[src/rtl/pn3d_pkg.sv]
package pn3d_pkg;

    localparam int FRAC_BITS_DEF = 16;
    localparam int COORD_W       = 32;
    localparam int TBL_DEPTH     = 256;
    localparam int TBL_AW        = 8;
    localparam int HASH_W        = 8;
    localparam int NCORNER       = 8;
    localparam int OUT_W         = 18;
    localparam int OUT_MAX       = 131071;
    localparam int OUT_MIN       = -131072;
    localparam int SAT_W         = 48;
    localparam int APB_AW        = 4;
    localparam int APB_DW        = 32;

    localparam logic CMD_WRITE  = 1'b0;
    localparam logic CMD_SAMPLE = 1'b1;

    localparam logic [1:0] REG_ORIGIN_X = 2'd0;
    localparam logic [1:0] REG_ORIGIN_Y = 2'd1;
    localparam logic [1:0] REG_ORIGIN_Z = 2'd2;

    localparam logic signed [1:0] GRAD_POS  = 2'sb01;
    localparam logic signed [1:0] GRAD_NEG  = 2'sb11;
    localparam logic signed [1:0] GRAD_ZERO = 2'sb00;

    typedef struct packed {
        logic                  we;
        logic [TBL_AW-1:0]     addr;
        logic [HASH_W-1:0]     data;
    } t_tbl_wr;

    typedef struct packed {
        logic signed [1:0] gx;
        logic signed [1:0] gy;
        logic signed [1:0] gz;
    } t_grad;

    function automatic t_grad grad_of(input logic [3:0] h);
        t_grad g;
        unique case (h)
            4'd0:  g = '{GRAD_POS,  GRAD_POS,  GRAD_ZERO};
            4'd1:  g = '{GRAD_NEG,  GRAD_POS,  GRAD_ZERO};
            4'd2:  g = '{GRAD_POS,  GRAD_NEG,  GRAD_ZERO};
            4'd3:  g = '{GRAD_NEG,  GRAD_NEG,  GRAD_ZERO};
            4'd4:  g = '{GRAD_POS,  GRAD_ZERO, GRAD_POS};
            4'd5:  g = '{GRAD_NEG,  GRAD_ZERO, GRAD_POS};
            4'd6:  g = '{GRAD_POS,  GRAD_ZERO, GRAD_NEG};
            4'd7:  g = '{GRAD_NEG,  GRAD_ZERO, GRAD_NEG};
            4'd8:  g = '{GRAD_ZERO, GRAD_POS,  GRAD_POS};
            4'd9:  g = '{GRAD_ZERO, GRAD_NEG,  GRAD_POS};
            4'd10: g = '{GRAD_ZERO, GRAD_POS,  GRAD_NEG};
            4'd11: g = '{GRAD_ZERO, GRAD_NEG,  GRAD_NEG};
            4'd12: g = '{GRAD_POS,  GRAD_POS,  GRAD_ZERO};
            4'd13: g = '{GRAD_ZERO, GRAD_NEG,  GRAD_POS};
            4'd14: g = '{GRAD_NEG,  GRAD_POS,  GRAD_ZERO};
            4'd15: g = '{GRAD_ZERO, GRAD_NEG,  GRAD_NEG};
            default: g = '{GRAD_ZERO, GRAD_ZERO, GRAD_ZERO};
        endcase
        return g;
    endfunction

endpackage

[src/rtl/pn3d_fade.sv]
module pn3d_fade
    import pn3d_pkg::*;
#(
    parameter int FRAC_BITS = FRAC_BITS_DEF,
    localparam int AW = FRAC_BITS + 5
) (
    input  logic                 i_clk,
    input  logic                 i_en,
    input  logic [FRAC_BITS-1:0] i_t,
    output logic signed [AW-1:0] o_fade
);

    localparam logic signed [AW-1:0]   K15 = AW'(15 * (2 ** FRAC_BITS));
    localparam logic signed [AW-1:0]   K10 = AW'(10 * (2 ** FRAC_BITS));
    localparam logic signed [2*AW-1:0] PH  = (2*AW)'(2 ** (FRAC_BITS - 1));

    logic signed [AW-1:0]   w_te;
    logic signed [AW-1:0]   w_a;
    logic signed [2*AW-1:0] w_pa;
    logic signed [2*AW-1:0] w_pt;
    logic signed [2*AW-1:0] w_p3;
    logic signed [2*AW-1:0] w_pf;

    logic signed [AW-1:0] r_t;
    logic signed [AW-1:0] r_b;
    logic signed [AW-1:0] r_t2;
    logic signed [AW-1:0] r_b2;
    logic signed [AW-1:0] r_t3;
    logic signed [AW-1:0] r_fade;

    assign w_te = AW'($signed({1'b0, i_t}));
    assign w_a  = (w_te <<< 2) + (w_te <<< 1) - K15;
    assign w_pa = w_te * w_a;
    assign w_pt = w_te * w_te;
    assign w_p3 = r_t2 * r_t;
    assign w_pf = r_t3 * r_b2;

    always_ff @(posedge i_clk) begin
        if (i_en) begin
            r_t    <= w_te;
            r_b    <= AW'((w_pa + PH) >>> FRAC_BITS) + K10;
            r_t2   <= AW'((w_pt + PH) >>> FRAC_BITS);
            r_b2   <= r_b;
            r_t3   <= AW'((w_p3 + PH) >>> FRAC_BITS);
            r_fade <= AW'((w_pf + PH) >>> FRAC_BITS);
        end
    end

    assign o_fade = r_fade;

endmodule

[config.mk]
export PLATFORM = sky130hd
export DESIGN_NAME = pn3d_fade
export DESIGN_NICKNAME = d
export VERILOG_FILES = /design/src/rtl/pn3d_pkg.sv /design/src/rtl/pn3d_fade.sv
export SDC_FILE = /design/constraint.sdc
export NUM_CORES = 2
export LEC_CHECK = 0
export BUFFER_PORTS_ARGS = -buffer_cell sky130_fd_sc_hd__buf_2
export CAP_MARGIN = 20
export CORE_UTILIZATION = 43
export DETAILED_ROUTE_END_ITERATION = 16
export PLACE_DENSITY_LB_ADDON = 0.08
export SYNTH_ARGS = -nofsm -noshare
export SYNTH_HDL_FRONTEND = slang
export SYNTH_SLANG_ARGS = --single-unit
[constraint.sdc]
create_clock -name i_clk -period 9.65 [get_ports i_clk]
set_clock_uncertainty 0.05 [all_clocks]
set_input_delay 0 -clock i_clk [delete_from_list [all_inputs] [get_ports i_clk]]
set_output_delay 0 -clock i_clk [all_outputs]
set_load 0.05 [all_outputs]
After elaboration in Yosys (flattened, before gate mapping)

Index checks and enable logic that the tools add are counted.

$mul: 4
Add/subtract/negate cells: 7

Operators with widths:

| kind                   | number |
|---|---|
| $add 37x17->37 const B | 3 |
| $mul 17x21->37         | 1 |
| $mul 21x21->37         | 1 |
| $add 32x16->33 const B | 1 |
| $mul 17x16->33         | 1 |
| $mul 16x16->32         | 1 |
| $add 21x21->21 const B | 1 |
| $sub 19x20->21 const B | 1 |
| $add 18x17->19         | 1 |

Output and inout bits: 21
Bits of input ports: 18
Logic and storage cells: 17
Flip-flop bits (word level): 117

Longest topological paths before layout

Word-level depth: 5
Depth in mapped cells: 38

Least setup slack after synthesis

Ideal clock, no wire load.

Path type: input-to-reg
From: input i_t[13]
To: register r_b[19] (data pin)
Data required time: 9.342 ns
Arrival: 8.582 ns
Stages on the path: 32
Path slack: 0.760 ns
Cell sequence: clkbuf_1 inv_1 ha_1 inv_1 ha_1 clkbuf_1 nor3_1 a2111oi_0 nand3_1 and2_1 fa_1 inv_1 fa_1 fa_1 inv_1 fa_1 fa_1 inv_1 fa_1 inv_1 ha_1 and4_1 and2_1 a221oi_1 a2bb2oi_1 o211ai_1 and3_1 or2_2 a21boi_0 ha_1 xnor2_1 xnor2_1

Word-level cells in the longest chain between the ends: 5

RTL lines:

| what                 | line            | source |
|---|---|---|
| start, declared      | pn3d_fade.sv:9  | `input logic [FRAC_BITS-1:0] i_t,` |
| $add 18x17->19       | pn3d_fade.sv:32 | `assign w_a = (w_te <<< 2) + (w_te <<< 1) - K15;` |
| $sub 19x20->21       | pn3d_fade.sv:32 |  |
| $mul 17x21->37 *     | pn3d_fade.sv:33 | `assign w_pa = w_te * w_a;` |
| $add 37x17->37 *     | pn3d_fade.sv:41 | `r_b <= AW'((w_pa + PH) >>> FRAC_BITS) + K10;` |
| $add 21x21->21 *     | pn3d_fade.sv:41 |  |
| end signal, assigned | pn3d_fade.sv:41 |  |
| end, declared        | pn3d_fade.sv:25 | `logic signed [AW-1:0] r_b;` |

Mark *: on every way between the ends. The rest lies on a longest branch, timed or not.
A chain may end at the register's enable or synchronous reset.

Worst setup path after layout

From: input i_t[6]
To: register r_b[19] (data pin)

Same word-level chain as after synthesis.

==> results.tsv <==
stage	metric	value	unit
routing	Final ANT Viol Nets	0	
cts	CTS sink cnt	114	
yosys	Synth Area in XOR/XNOR	0.02603	
yosys	Area contributors post-synth	fa_1, ha_1, inv_1	
yosys	Mean Syn Cell Area	9.355	sq um
global_route	first-pass GRT wire length	184.7	mm
sta	unrepaired setup endpoints after global routing	no	
sta	Rel. slew slack	0.2739	
critical_path	largest stage delay on the critical path	0.57	ns
routing	vias post-DR	29698	
floorplanning	core area	100400	sq um
worst_hold_path	Hold WC Path Type	input pin to register	
global_route	Total GRT Usage	0.2326	
routing	WL/cell	18.73	um
sta	final setup vio count	0	
global_route	initial antenna violation count	3	
cts	CTS root buf	clkbuf_16	
global_route	global route total overflow	0	
routing	DRC Markers	0	
floorplanning	Initial Utilization	0.4355	
floorplanning	I/O pin cnt	39	
final_layout	layout cells sized above 1	0.03991	
global_route	pin count of the biggest net entering global routing	77	
sta	setup tns final	0	ns
yosys	mux share of post-synthesis cell area	0.002231	
yosys	main combinational cell family by area after synthesis	adder cells	
placed_design	Area after DPL	45590	sq um
yosys	number of synthesized flops with an enable pin	114	
yosys	synthesized cell area	43740	sq um
yosys	Async S/R FF share, synth	0	
sta	count of pins over their slew limit	0	
yosys	Yosys top cell area share	0.4426	
yosys	largest area contributor in the netlist	fa_1	
routing	Iteration-0 DRC Markers	1484	
final_layout	Finished Cell Area	46280	sq um
placed_design	Detailed Place HPWL	92.77	mm
cts	htree depth	4	
critical_path	Critical Path Slowest Stage Cell	dlygate4sd3_1	
final_layout	area delta synth->final	5.806	%
placed_design	input/output buffers	38	
sta	Worst Max-Slew Pin Slew	1.089	ns
floorplanning	die area	103000	sq um
cts	clock latency on the worst-skew pair	0.48	ns
critical_path	Crit Path Max Fanout	18	
critical_path	crit path launch type	input pin	
sta	min Tclk post-route	8.984	ns
routing	Total Wirelength	112.7	mm
yosys	count of different cell masters after synthesis	74	
run_status	status	finished clean	
placed_design	Placer Congestion	0.8615	
floorplanning	die width	321.0	um
yosys	complex-gate fraction of the synthesized area	0.03690	
yosys	Main synth FF type	edfxtp_1	
yosys	sequential area share after synthesis	0.07826	
cts	CTS buffer count	17	
cts	CTS tree	built	
yosys	YS warnings	0	
final_layout	Final nets	6152	
sta	fmax	0.1113	GHz
yosys	flops & latches, synth	114	
critical_path	CP arrival	9.16	ns
sta	fin crit share	0.9310	
yosys	Adder-Cell Fraction of Synth Area	0.5913	
floorplanning	Die H	321.0	um
sta	final hold violations	0	
critical_path	Worst setup EP type	register	
routing	via/cell ratio	4.934	
floorplanning	num rows	116	
critical_path	crit-path most repeated cell	fa_1	
yosys	Post-Syn Nets	6181	
yosys	Simple-Gate Fraction of Synth Area	0.1449	
final_layout	fillers	9872	
critical_path	Worst Path Required	9.83	ns
yosys	Mapped Cells	4676	
global_route	vias in the first global route	32766	
cts	clk buf depth	2	
critical_path	WS Path Type	input pin to register	
cts	CTS clock-pin slew for the worst setup and hold paths	0.07	ns
job	max cap viols	0	
routing	DR pass1 iterations	5	
sta	WHS	0.03846	ns
cells in the mapped netlist (10+ instances only):
master,n
inv_1,1222
fa_1,967
nand2_1,609
ha_1,520
and2_1,379
clkbuf_1,170
nor2_1,117
edfxtp_1,114
xnor2_1,90
a21oi_1,57
xor2_1,40
nor3_1,34
o21ai_0,32
a21o_1,31
and3_1,27
nand2b_1,25
nand3_1,25
nor2b_1,19
nand4_1,18
o21a_1,18
a31oi_1,14
o211ai_1,10
layout by cell type (no fill, tap or decap), drive strengths merged, types with 11 or more instances in the layout:
master,netlist,final
inv,1223,1227
fa,967,967
nand2,609,609
ha,520,520
and2,380,380
buf,3,121
nor2,117,117
edfxtp,114,114
xnor2,90,90
a21oi,60,60
o21ai,41,41
xor2,40,40
nor3,34,34
a21o,32,32
and3,27,27
nand2b,25,25
nand3,25,25
nor2b,19,19
nand4,19,19
o21a,18,18
clkbuf,171,18
a31oi,14,14
o211ai,11,11
final cells by class:
type | count | area (sq um) | area share
Tap cell | 1357 | 1698 | 0.03668
Sequential cell | 114 | 3423 | 0.07396
Multi-Input combinational cell | 3162 | 35080 | 0.7579
Clock buffer | 18 | 429.2 | 0.009273
Clock inverter | 14 | 177.7 | 0.003839
Inverter | 1226 | 4602 | 0.09943
Timing Repair Buffer | 126 | 872.1 | 0.01884
Antenna cell | 2 | 5.005 | 0.0001081
cells by family (layout without fill, tap and decap cells):
family	Yosys count	count (layout)
and+or+nand+nor	1298	1298
other	0	2
AOI/OAI and AO/OA	238	238
DFF	114	114
muxes	9	9
xor gates and xnor gates	130	130
buffers and inverters	1400	1384
adders and majority gates	1487	1487
critical path, delay by kind of cell:
family,cells,cell delay (ns)
fa+ha+maj,10,4.15
compound gates,10,1.97
simple gates,7,1.63
xor+xnor,2,0.21
buf+inv,7,1.17
timing repair:
| action | CTS | global route |
|---|---|---|
| resized for setup | 0 | 8 |
| endpoints found under the setup margin | 0 | 3 |
| hold buffers | 5 | 0 |
| setup buffers | 0 | 1 |
| endpoints found under the hold margin | 42 | 0 |
registers in the layout (all words and copies together) (netlist names):
| signal | cells |
|---|---|
| r_b2 | 21 |
| r_t | 16 |
| r_t3 | 18 |
| r_t2 | 17 |
| o_fade | 21 |
| r_b | 21 |
final timing paths:
check	start	endpoint	slack [ns]	depth (start not counted)
min reg2reg	r_b[17]$_DFFE_PP_	r_b2[17]$_DFFE_PP_	0.35	0
min	i_t[5]	r_t[5]$_DFFE_PP_	0.04	2
max	i_t[6]	r_b[19]$_DFFE_PP_	0.67	36
max reg2reg	r_t3[5]$_DFFE_PP_	o_fade[20]$_DFFE_PP_	1.57	25
per-layer routing:
layer	GRT usage	vias to the layer above	routed length (um)
li1	-	13771	-
met1	0.3265	15308	53290
met2	0.3936	536	54090
met3	0.02147	81	3722
met4	0.04339	2	1621
met5	0	-	12
stage by stage:
stage                       util  worst slack (ns)  instances
final                     0.4608            0.6661       6019
after global routing      0.4608           0.05096       6018
after CTS                 0.4604            0.2546       6016
after detailed placement  0.4539            0.2074       5979
after global placement    0.4539            0.2523       5979
after floorplan                -            0.7603       4676
Power is left out: the tool's default activity adds up to more than one toggle a clock period on the data nets, which glitch-free logic cannot reach.
