<file path="src/rtl/pn3d_pkg.sv">
package pn3d_pkg;

    localparam int FRAC_BITS_DEF = 16;
    localparam int COORD_W       = 32;
    localparam int TBL_DEPTH     = 256;
    localparam int TBL_AW        = 8;
    localparam int HASH_W        = 8;
    localparam int NCORNER       = 8;
    localparam int OUT_W         = 18;
    localparam int OUT_MAX       = 131071;
    localparam int OUT_MIN       = -131072;
    localparam int SAT_W         = 48;
    localparam int APB_AW        = 4;
    localparam int APB_DW        = 32;

    localparam logic CMD_WRITE  = 1'b0;
    localparam logic CMD_SAMPLE = 1'b1;

    localparam logic [1:0] REG_ORIGIN_X = 2'd0;
    localparam logic [1:0] REG_ORIGIN_Y = 2'd1;
    localparam logic [1:0] REG_ORIGIN_Z = 2'd2;

    localparam logic signed [1:0] GRAD_POS  = 2'sb01;
    localparam logic signed [1:0] GRAD_NEG  = 2'sb11;
    localparam logic signed [1:0] GRAD_ZERO = 2'sb00;

    typedef struct packed {
        logic                  we;
        logic [TBL_AW-1:0]     addr;
        logic [HASH_W-1:0]     data;
    } t_tbl_wr;

    typedef struct packed {
        logic signed [1:0] gx;
        logic signed [1:0] gy;
        logic signed [1:0] gz;
    } t_grad;

    function automatic t_grad grad_of(input logic [3:0] h);
        t_grad g;
        unique case (h)
            4'd0:  g = '{GRAD_POS,  GRAD_POS,  GRAD_ZERO};
            4'd1:  g = '{GRAD_NEG,  GRAD_POS,  GRAD_ZERO};
            4'd2:  g = '{GRAD_POS,  GRAD_NEG,  GRAD_ZERO};
            4'd3:  g = '{GRAD_NEG,  GRAD_NEG,  GRAD_ZERO};
            4'd4:  g = '{GRAD_POS,  GRAD_ZERO, GRAD_POS};
            4'd5:  g = '{GRAD_NEG,  GRAD_ZERO, GRAD_POS};
            4'd6:  g = '{GRAD_POS,  GRAD_ZERO, GRAD_NEG};
            4'd7:  g = '{GRAD_NEG,  GRAD_ZERO, GRAD_NEG};
            4'd8:  g = '{GRAD_ZERO, GRAD_POS,  GRAD_POS};
            4'd9:  g = '{GRAD_ZERO, GRAD_NEG,  GRAD_POS};
            4'd10: g = '{GRAD_ZERO, GRAD_POS,  GRAD_NEG};
            4'd11: g = '{GRAD_ZERO, GRAD_NEG,  GRAD_NEG};
            4'd12: g = '{GRAD_POS,  GRAD_POS,  GRAD_ZERO};
            4'd13: g = '{GRAD_ZERO, GRAD_NEG,  GRAD_POS};
            4'd14: g = '{GRAD_NEG,  GRAD_POS,  GRAD_ZERO};
            4'd15: g = '{GRAD_ZERO, GRAD_NEG,  GRAD_NEG};
            default: g = '{GRAD_ZERO, GRAD_ZERO, GRAD_ZERO};
        endcase
        return g;
    endfunction

endpackage

</file>
<file path="src/rtl/pn3d_lerp.sv">
module pn3d_lerp
    import pn3d_pkg::*;
#(
    parameter int FRAC_BITS = FRAC_BITS_DEF,
    parameter int VW = FRAC_BITS + 4,
    parameter int FW = FRAC_BITS + 5
) (
    input  logic                 i_clk,
    input  logic                 i_en,
    input  logic signed [FW-1:0] i_w,
    input  logic signed [VW-1:0] i_s,
    input  logic signed [VW-1:0] i_e,
    output logic signed [VW-1:0] o_r
);

    localparam int PW = FW + VW + 1;
    localparam logic signed [PW-1:0] PH = PW'(2 ** (FRAC_BITS - 1));

    logic signed [VW:0]   w_d;
    logic signed [PW-1:0] w_p;
    logic signed [VW-1:0] r_r;

    assign w_d = (VW + 1)'(i_e) - (VW + 1)'(i_s);
    assign w_p = PW'(i_w) * PW'(w_d);

    always_ff @(posedge i_clk) begin
        if (i_en) begin
            r_r <= i_s + VW'((w_p + PH) >>> FRAC_BITS);
        end
    end

    assign o_r = r_r;

endmodule

</file>
<file path="config.mk">
export PLATFORM = sky130hd
export DESIGN_NAME = pn3d_lerp
export DESIGN_NICKNAME = d
export VERILOG_FILES = /design/src/rtl/pn3d_pkg.sv /design/src/rtl/pn3d_lerp.sv
export SDC_FILE = /design/constraint.sdc
export NUM_CORES = 1
export LEC_CHECK = 0
export ABC_AREA = 1
export BUFFER_PORTS_ARGS = -buffer_cell sky130_fd_sc_hd__buf_2
export CELL_PAD_IN_SITES_DETAIL_PLACEMENT = 0
export CELL_PAD_IN_SITES_GLOBAL_PLACEMENT = 1
export CORE_ASPECT_RATIO = 0.6
export CORE_MARGIN = 2
export CORE_UTILIZATION = 30
export DETAILED_ROUTE_END_ITERATION = 10
export PLACE_DENSITY = 0.53
export REMOVE_ABC_BUFFERS = 1
export SYNTH_ARGS = -nofsm -noshare
export SYNTH_HDL_FRONTEND = slang
export SYNTH_SLANG_ARGS = --single-unit
</file>
<file path="constraint.sdc">
create_clock -name i_clk -period 11.3 [get_ports i_clk]
set_input_delay 1.13 -clock i_clk [delete_from_list [all_inputs] [get_ports i_clk]]
set_output_delay 1.13 -clock i_clk [all_outputs]
set_load 0.05 [all_outputs]
</file>
# Word level (Yosys, flattened, before mapping)
# Cells that the tools add are included.
[op_classes]
add_sub_neg = 3
bitwise_logic = 0
n_div = 0
shift = 0
eq_ne = 0
magnitude_cmp = 0
muxes = 0
multipliers = 1
reduce_logical = 0
[op_table]
columns = ["operator", "n"]
rows = [
  ["adder 36 x 17 -> 36 bit (second input constant)", 1],
  ["multiplier 21 x 21 -> 36 bit", 1],
  ["subtractor 20 x 20 -> 21 bit", 1],
  ["adder 20 bit", 1],
]
[totals]
mem_bits_rw = 0
mem_bits_ro = 0
register_bits = 20
out_inout_bits = 20
wordCells = 5
n_memories = 0
latch_bits = 0
input_bits = 63

# Depth between registers and ports, before layout
# Gate-level depths: netlist of the first run.
[logic_depth]
ltp_word = 4
ltp_mapped = 57
mapped_depth_nobuf = 56

# Least setup slack after synthesis of the first run
# OpenSTA, ideal clock, no wires.
[synth_timing]
path_kind = "input to register"
from = "input port i_e[0]"
to = "register r_r[16], in the netlist o_r[16], data pin"
cell_stages = 43
required_time_ps = 11035
arrival_ps = 9339
slack_ps = 1696
n_path_buf = 1
setup_ps = 265
path_cell_list = "inv_1 -> ha_1 -> inv_1 -> fa_1 -> nand3_1 -> nand2_2 -> a21oi_1 -> o21ai_2 -> or2_2 -> nand2_1 -> clkbuf_1 -> nor2_1 -> fa_1 -> inv_1 -> fa_1 -> fa_1 -> inv_1 -> fa_1 -> (+7 left out) -> o21ai_0 -> o21bai_1 -> a21oi_1 -> o21ai_1 -> a21o_1 -> xor2_1 -> ha_1 -> nand2_1 -> nor2_1 -> o21ai_0 -> o211ai_1 -> nor2_1 -> o21ai_0 -> nand2_1 -> nand2_1 -> a21oi_1 -> o21ai_0 -> xor2_1"
[synth_via]
elab_chain_len = 4
[synth_lines]
columns = ["element", "line", "rtl"]
rows = [
  ["start, declared", "pn3d_lerp.sv:12", "input logic signed [VW-1:0] i_e,"],
  ["subtractor 20 x 20 -> 21 bit", "pn3d_lerp.sv:23", "assign w_d = (VW + 1)'(i_e) - (VW + 1)'(i_s);"],
  ["multiplier 21 x 21 -> 36 bit", "pn3d_lerp.sv:24", "assign w_p = PW'(i_w) * PW'(w_d);"],
  ["adder 36 x 17 -> 36 bit", "pn3d_lerp.sv:28", "r_r <= i_s + VW'((w_p + PH) >>> FRAC_BITS);"],
  ["adder 20 bit", "pn3d_lerp.sv:28", ""],
  ["end signal, assigned", "pn3d_lerp.sv:28", ""],
  ["end, declared", "pn3d_lerp.sv:21", "logic signed [VW-1:0] r_r;"],
]
# No other way between the ends.
# A chain may end at the register's enable or synchronous reset.

# Worst setup path after layout of the first run
[layout_timing]
from = "input port i_s[0]"
to = "register r_r[16], in the netlist o_r[16], data pin"
[layout_via]
elab_chain_len = 4
[layout_lines]
columns = ["element", "line", "rtl"]
rows = [
  ["start, declared", "pn3d_lerp.sv:11", "input logic signed [VW-1:0] i_s,"],
  ["subtractor 20 x 20 -> 21 bit", "pn3d_lerp.sv:23", ""],
  ["multiplier 21 x 21 -> 36 bit", "pn3d_lerp.sv:24", ""],
  ["adder 36 x 17 -> 36 bit", "pn3d_lerp.sv:28", ""],
  ["adder 20 bit *", "pn3d_lerp.sv:28", ""],
]
# Mark *: on every way between the ends. The rest lies on a longest branch, timed or not.

==> flow_summary_export.csv, run 1 <==
group,metric,value,unit
status,status,"completed",
flow_run,maxCapViolations,0,
timing,timing.fmax,93.5,MHz
routing,ant_nets,0,
clock_network,htreeDepth,1,
synthesis,yosys-top-cells-area,"fa_1, inv_1, nand2_1",
final_layout,antennaDiodeCount,0,
routing,finalWirelength,60000,um
synthesis,yosysWarningCount,0,
clock_network,clk_pin_slew,0.06,ns
critical_path,worstSetupPathType,"input port to flip-flop",
die,die_w,315,um
global_route,grtUsageMet3,4.67,%
die,die-area,60100,um^2
final_layout,syn2layout_area_growth,8.91,%
worst_hold_path,min_path_cells,2,
critical_path,crit_fanout,19,
die,initial_core_util,30.3,%
global_route,grt_max_degree,21,
placed_design,gp_congestion,0.863,
global_route,met2_usage,28.0,%
clock_network,cts_tree,"yes",
synthesis,syn_area,17400,um^2
die,core_area,57400,um^2
synthesis,syn_inst,2214,
timing,worst_slack,0.606,ns
critical_path,crit_required,11.31,ns
die,die_h,191,um
final_layout,layout_commonest_cell,"inv_1",
timing,relSlewSlack,49.7,%
placed_design,place_hpwl,52500,um
global_route,grt_pass1_vias,14600,
critical_path,startpoint_type,"input port",
timing,min_period,10.69,ns
global_route,antenna_found_initial,0,
global_route,grt_util_met1,34.0,%
clock_network,cts.sinks,20,
critical_path,cp_slowest_stage_delay,0.54,ns
synthesis,syn_avg_cell_area,7.87,um^2
routing,via_per_inst,4.52,
routing,wl_per_cell,19.7,um
final_layout,nets,2888,
final_layout,largest_reg_flops,20,
synthesis,yosysTopAreaCell,"fa_1",
clock_network,clockRootBuffer,"clkbuf_16",
synthesis,seq_area_frac_synth,3.45,%
worst_hold_path,worstHoldStart,"i_s[0]",
synthesis,yosys.area.top_type_share,46.2,%
placed_design,dpl_worst_slack,0.0503,ns
global_route,track_usage,20.7,%
timing,finalSetupViolCount,0,
routing,drtPass1Iterations,5,
critical_path,critPathSlowestCell,"fa_1",
timing,setup_tns,0,ns
clock_network,cts_hold_buf,0,
die,row_count,68,
critical_path,crit_arrival,10.70,ns
routing,post-route-drc-count,0,
synthesis,synth_edf_count,20,
timing,rsz0062_at_grt,"no",
timing,period_share,94.6,%
final_layout,mostFrequentLayoutCells,"inv_1, nand2_1, fa_1",
clock_network,clockBufferDepth,2,
global_route,busiest_layer,"met1",
worst_hold_path,holdPathEnd,"o_r[0]",
global_route,grt_pass1_wl,92200,um
final_layout,drive_gt1_share,8.06,%
critical_path,cp_common_cell,"fa_1",
timing,slew_violations,0,
timing,max_slew.worst_pin.slew,0.754,ns
synthesis,ys_types,50,
synthesis,async_flop_share,0,%
worst_hold_path,min_path_type,"input port to flip-flop",
timing,hold_viol_final,0,
placed_design,port-buffer-count,82,
routing,route.vias.total,13800,
critical_path,critPathCaptureType,"flip-flop",
synthesis,ys_ff_latch,20,
die,pin_count,83,
routing,initialDrtViolationCount,934,
synthesis,synthFlopType,"edfxtp_1",
global_route,grt_overflow,0,
final_layout,n_fill_cell,6253,
clock_network,cts_buffers,3,
## worst max-delay path by stage
stage / startpoint / to / slack, ns / depth (start not counted)
finish: i_s[0] / o_r[16] / 0.61 / 46
detailed placement: i_s[0] / o_r[18] / 0.05 / 42
global placement: i_s[0] / o_r[18] / 0.05 / 42
global route: i_s[0] / o_r[16] / 0.003 / 46
CTS: i_s[0] / o_r[18] / 0.24 / 42
floorplan: i_e[0] / o_r[16] / 1.68 / 42
## cell type report
cell class	instances	area [um^2]	area share [%]
multi-input cells	1494	14200	74.8
inverters	646	2440	12.9
well taps	770	963	5.08
repair buffers	118	681	3.59
flip-flops and latches	20	601	3.17
clock buffers	3	75.1	0.396
clock inverters	1	30.0	0.158
## synthesized netlist by cell type (4+ instances only)
cell type	number
a21o_1	6
a21oi_1	69
a31oi_1	10
buf_2	5
clkbuf_1	46
clkinv_1	9
edfxtp_1	20
fa_1	402
ha_1	140
inv_1	624
inv_2	12
nand2_1	493
nand2_2	18
nand2_4	4
nand3_1	29
nand3_2	5
nand4_1	14
nor2_1	171
nor2_2	4
nor3_1	4
o211ai_1	4
o21ai_0	28
or2_2	8
xnor2_1	19
xor2_1	32
## metal layers
layer  vias to the layer above  part of all wire, %  routed length, um
li1                       6503                    -                  -
met1                      6944                   54              32700
met2                       318                   38              22900
met3                        19                  6.9               4140
met4                         0                 0.54                325
met5                         -                    0                  0
## worst max-delay path, delay by kind of cell
| kind | cells | cell delay [ns] |
|---|---|---|
| AOI/OAI and AO/OA | 12 | 2.17 |
| and+or+nand+nor | 12 | 1.35 |
| adders and majority gates | 11 | 4.63 |
| xor gates and xnor gates | 2 | 0.54 |
| buffers and inverters | 9 | 0.85 |
## per-stage QoR
step	hold slack (ns)	std cells	instance area, um^2	util (%)
2_1_floorplan	1.24	2160	17200	-
3_3_place_gp	1.46	3048	18800	32.8
4_1_cts	1.21	3052	19000	33.0
3_5_place_dp	1.48	3048	18800	32.8
6_report	1.21	3052	19000	33.0
5_1_grt	1.21	3052	19000	33.0
## timing repair
item / CTS / global route
resized for setup: 0 / 8
setup endpoints to repair: 0 / 8
setup buffers: 0 / 0
## kinds of logic after synthesis
logic type,Yosys count,share of synthesized area [%]
xor gates and xnor gates,51,2.56
buffers and inverters,700,15.2
AOI/OAI and AO/OA,138,4.51
and+or+nand+nor,763,18.0
adders and majority gates,542,56.3
DFF,20,3.45
Power of run 1 is not shown: default switching activity piles up to over one toggle a cycle in this logic, so the estimate is an artifact.
==> inputs of run 2 (changes only) <==
--- a/config.mk
+++ b/config.mk
@@ -13,7 +13,7 @@
 export CORE_MARGIN = 2
 export CORE_UTILIZATION = 30
 export DETAILED_ROUTE_END_ITERATION = 10
-export PLACE_DENSITY = 0.53
+export PLACE_DENSITY = 0.55
 export REMOVE_ABC_BUFFERS = 1
 export SYNTH_ARGS = -nofsm -noshare
 export SYNTH_HDL_FRONTEND = slang
==> constraint.sdc (replaced) <==
create_clock -name i_clk -period 9.1 [get_ports i_clk]
set_input_delay 0.91 -clock i_clk [delete_from_list [all_inputs] [get_ports i_clk]]
set_output_delay 0.91 -clock i_clk [all_outputs]
set_load 0.05 [all_outputs]
==> run 2 against run 1 <==
Against the previous run: the flow now finishes with violations (setup timing); count of clock-buffer cells in the layout is the same; first-iteration DRC count fell by 11%; wire length increased by 5.7%; via count rose by 12%; critical path type unchanged; die area is the same; global-route usage grew 1.1 points; design area is 26% higher; sequential cell count unchanged; critical path depth increased by 1; hold slack got worse by 0.14 ns; setup slack got worse by 0.87 ns.
==> flow_summary_export.csv, run 2 (synthesized netlist as in run 1, its figures left out) <==
group,metric,value,unit
die,die-area,60100,um^2
critical_path,cp.depth,47,
worst_hold_path,min_path_type,"input port to flip-flop",
die,core_area,57400,um^2
timing,period_share,103,%
critical_path,crit_fanout,6,
global_route,grt_overflow,0,
timing,rsz0062_at_grt,"yes",
timing,relSlewSlack,54.7,%
critical_path,crit_required,9.12,ns
timing,max_slew.worst_pin.slew,0.678,ns
die,die_w,315,um
status,violations,"setup timing",
final_layout,antennaDiodeCount,0,
routing,post-route-drc-count,0,
die,row_count,68,
routing,initialDrtViolationCount,834,
die,die_h,191,um
placed_design,dp.cells,3372,
timing,timing.fmax,107,MHz
timing,worst_slack,-0.267,ns
critical_path,worstSetupPathType,"input port to flip-flop",
global_route,grt_pass1_vias,16400,
routing,wl_per_cell,18.5,um
final_layout,utilization,41.5,%
clock_network,cts.sinks,20,
die,pin_count,83,
placed_design,port-buffer-count,82,
timing,min_period,9.37,ns
routing,finalWirelength,63400,um
global_route,track_usage,21.8,%
status,status,"finished, violations left",
flow_run,maxCapViolations,0,
placed_design,gp_congestion,0.889,
clock_network,clk_pin_slew,0.06,ns
routing,ant_nets,0,
final_layout,nets,3267,
clock_network,clockRootBuffer,"clkbuf_16",
final_layout,largest_reg_flops,20,
final_layout,n_fill_cell,5852,
global_route,grt_max_degree,21,
critical_path,cp_slowest_stage_delay,0.65,ns
clock_network,htreeDepth,1,
clock_network,cts_tree,"yes",
critical_path,startpoint_type,"input port",
routing,drtPass1Iterations,5,
timing,hold_viol_final,0,
global_route,antenna_found_initial,1,
global_route,grt_pass1_wl,98800,um
clock_network,cts_hold_buf,0,
critical_path,cp_top_family,"adder cells",
final_layout,syn2layout_area_growth,37.0,%
clock_network,clockBufferDepth,2,
critical_path,crit_arrival,9.39,ns
worst_hold_path,min_path_cells,3,
routing,via_per_inst,4.51,
critical_path,path_buf_inv,12,
critical_path,critPathCaptureType,"flip-flop",
clock_network,cts_buffers,3,
routing,route.vias.total,15500,
final_layout,mostFrequentLayoutCells,"inv_1, nand2_1, fa_1",
timing,slew_violations,0,
placed_design,place_hpwl,55600,um
die,initial_core_util,30.3,%
final_layout,final_cells,3430,
critical_path,critPathSlowestCell,"fa_2",
timing,finalSetupViolCount,9,
final_layout,layout_commonest_cell,"inv_1",
final_layout,drive_gt1_share,32.0,%
run 2: worst paths after layout:
kind / startpoint / end / slack [ns]
setup / recovery: i_s[0] / o_r[19] / -0.27
hold / removal: i_s[0] / o_r[0] / 1.07
run 2: area by class of cell:
type	instances	area (um^2)	share of cell area (%)
multi-input cells	1494	15900	66.5
repair buffers	496	3880	16.3
inverters	646	2470	10.3
well taps	770	963	4.04
flip-flops and latches	20	601	2.52
clock buffers	3	75.1	0.315
repair inverters	1	16.3	0.0682
run 2: what timing repair did:
action / in CTS / in global routing
gates resized for setup: 265 / 167
pin swaps: 108 / 93
setup endpoints to repair: 16 / 16
setup buffers: 42 / 15
cloned: 1 / 0
run 2: layer usage:
metal  GRT usage, %  vias up  wire length [um]
met2           30.4      422             24900
met4           1.39        4               493
met3           5.58       41              5340
li1               -     7266                 -
met1           34.7     7726             32700
met5              0        -                27
run 2: stage by stage:
stage / setup slack [ns] / hold WS [ns] / setup TNS, ns / area, um^2
detailed placement: -1.27 / 1.34 / -14.40 / 21500
global placement: -1.14 / 1.32 / -12.64 / 21500
global route: -0.647 / 1.07 / -4.70 / 23900
finish: -0.267 / 1.07 / -1.55 / 23900
floorplan: -0.300 / 1.02 / -0.867 / 17200
CTS: -0.309 / 1.05 / -1.35 / 23000
Power of run 2 is left out for the same reason.
==> inputs of run 3 (changes only) <==
==> constraint.sdc (replaced) <==
create_clock -name i_clk -period 9.1 [get_ports i_clk]
set_input_delay 0 -clock i_clk [delete_from_list [all_inputs] [get_ports i_clk]]
set_output_delay 0 -clock i_clk [all_outputs]
set_load 0.05 [all_outputs]
==> run 3 against run 2 <==
Against the previous run: the run now ends clean; non-clock buffer count decreased by 165; die area is the same; hold slack worse by 0.90 ns; global-route usage is 0.84 points lower; via count down 5.4%; largest cell class unchanged; highest routed layer is now met4.
==> flow_summary_export.csv, run 3 (synthesized netlist as in run 1, its figures left out) <==
group,metric,value,unit
final_layout,syn2layout_area_growth,23.0,%
worst_hold_path,min_path_type,"input port to flip-flop",
final_layout,layout_commonest_cell,"inv_1",
critical_path,cp_slowest_stage_delay,0.59,ns
critical_path,crit_arrival,8.73,ns
die,die_h,191,um
final_layout,regArea,601,um^2
final_layout,n_fill_cell,6103,
die,row_count,68,
die,pin_count,83,
global_route,antenna_found_initial,4,
timing,min_period,8.71,ns
placed_design,gp_congestion,0.909,
timing,whs,0.165,ns
placed_design,dp.cells,3246,
critical_path,crit_fanout,7,
final_layout,antennaDiodeCount,0,
die,initial_core_util,30.3,%
clock_network,cts_tree,"yes",
clock_network,cts_hold_buf,0,
routing,post-route-drc-count,0,
final_layout,mostFrequentLayoutCells,"inv_1, nand2_1, fa_1",
global_route,track_usage,21.0,%
critical_path,crit_required,9.12,ns
routing,initialDrtViolationCount,900,
clock_network,cts.sinks,20,
final_layout,multi_input_area,14900,um^2
die,die-area,60100,um^2
critical_path,critPathCaptureType,"flip-flop",
routing,wl_per_cell,18.8,um
global_route,grt_max_degree,21,
clock_network,clockBufferDepth,2,
clock_network,cts_buffers,3,
timing,relSlewSlack,54.1,%
global_route,grt_pass1_vias,15500,
final_layout,final_cells,3266,
critical_path,startpoint_type,"input port",
critical_path,worstSetupPathType,"input port to flip-flop",
placed_design,place_hpwl,53700,um
timing,rsz0062_at_grt,"yes",
flow_run,maxCapViolations,0,
timing,finalSetupViolCount,0,
placed_design,dpl_worst_slack,-0.349,ns
timing,timing.fmax,115,MHz
final_layout,nets,3102,
final_layout,drive_gt1_share,20.5,%
timing,max_slew.worst_pin.slew,0.688,ns
timing,worst_slack,0.393,ns
timing,setup_tns,0,ns
die,core_area,57400,um^2
final_layout,largest_reg_flops,20,
clock_network,htreeDepth,1,
status,status,"completed",
global_route,grt_pass1_wl,94800,um
routing,drtPass1Iterations,5,
die,die_w,315,um
critical_path,critPathSlowestCell,"fa_1",
global_route,grt_overflow,0,
clock_network,clockRootBuffer,"clkbuf_16",
timing,slew_violations,0,
critical_path,cp_common_cell,"nand2_1",
timing,hold_viol_final,0,
routing,ant_nets,0,
routing,finalWirelength,61300,um
routing,via_per_inst,4.48,
routing,route.vias.total,14600,
timing,period_share,95.7,%
clock_network,clk_pin_slew,0.06,ns
placed_design,port-buffer-count,82,
==> run 3: stage by stage <==
stage	util, %	area (um^2)
after floorplan	-	17200
after global placement	35.7	20500
after detailed placement	35.7	20500
after CTS	35.8	20600
after global routing	37.3	21400
final	37.3	21400
==> run 3: what timing repair did <==
item                                    in CTS  in global routing
cloned                                       0                  1
resized for setup                            3                159
setup buffers                                1                 14
endpoints found under the setup margin       5                 13
pin swaps                                    0                 52
==> run 3: worst paths after layout <==
path,end,start,slack (ns),depth (start not counted)
min,o_r[0],i_s[0],0.17,3
max,o_r[19],i_e[0],0.39,53
==> run 3: layout make-up <==
type	instances	share of cell area, %
inverters	646	11.5
flip-flops and latches	20	2.80
repair buffers	331	11.5
clock buffers	3	0.350
clock inverters	1	0.0175
well taps	770	4.50
multi-input cells	1495	69.4
==> run 3: critical path, delay by kind of cell <==
kind | cells | cell delay (ns)
AO/OA/AOI/OAI | 11 | 1.42
XOR/XNOR | 1 | 0.30
adder cells (fa/ha/maj) | 11 | 4.34
buffers and inverters | 13 | 1.25
AND/OR/NAND/NOR | 17 | 1.41
==> run 3: metal layers <==
metal,GRT usage [%],wire length [um],up-vias
li1,-,-,6923
met1,34.5,32700,7285
met2,29.2,24000,406
met3,3.58,4350,15
met4,1.30,287,0
met5,0,0,-
Power of run 3 is left out for the same reason.
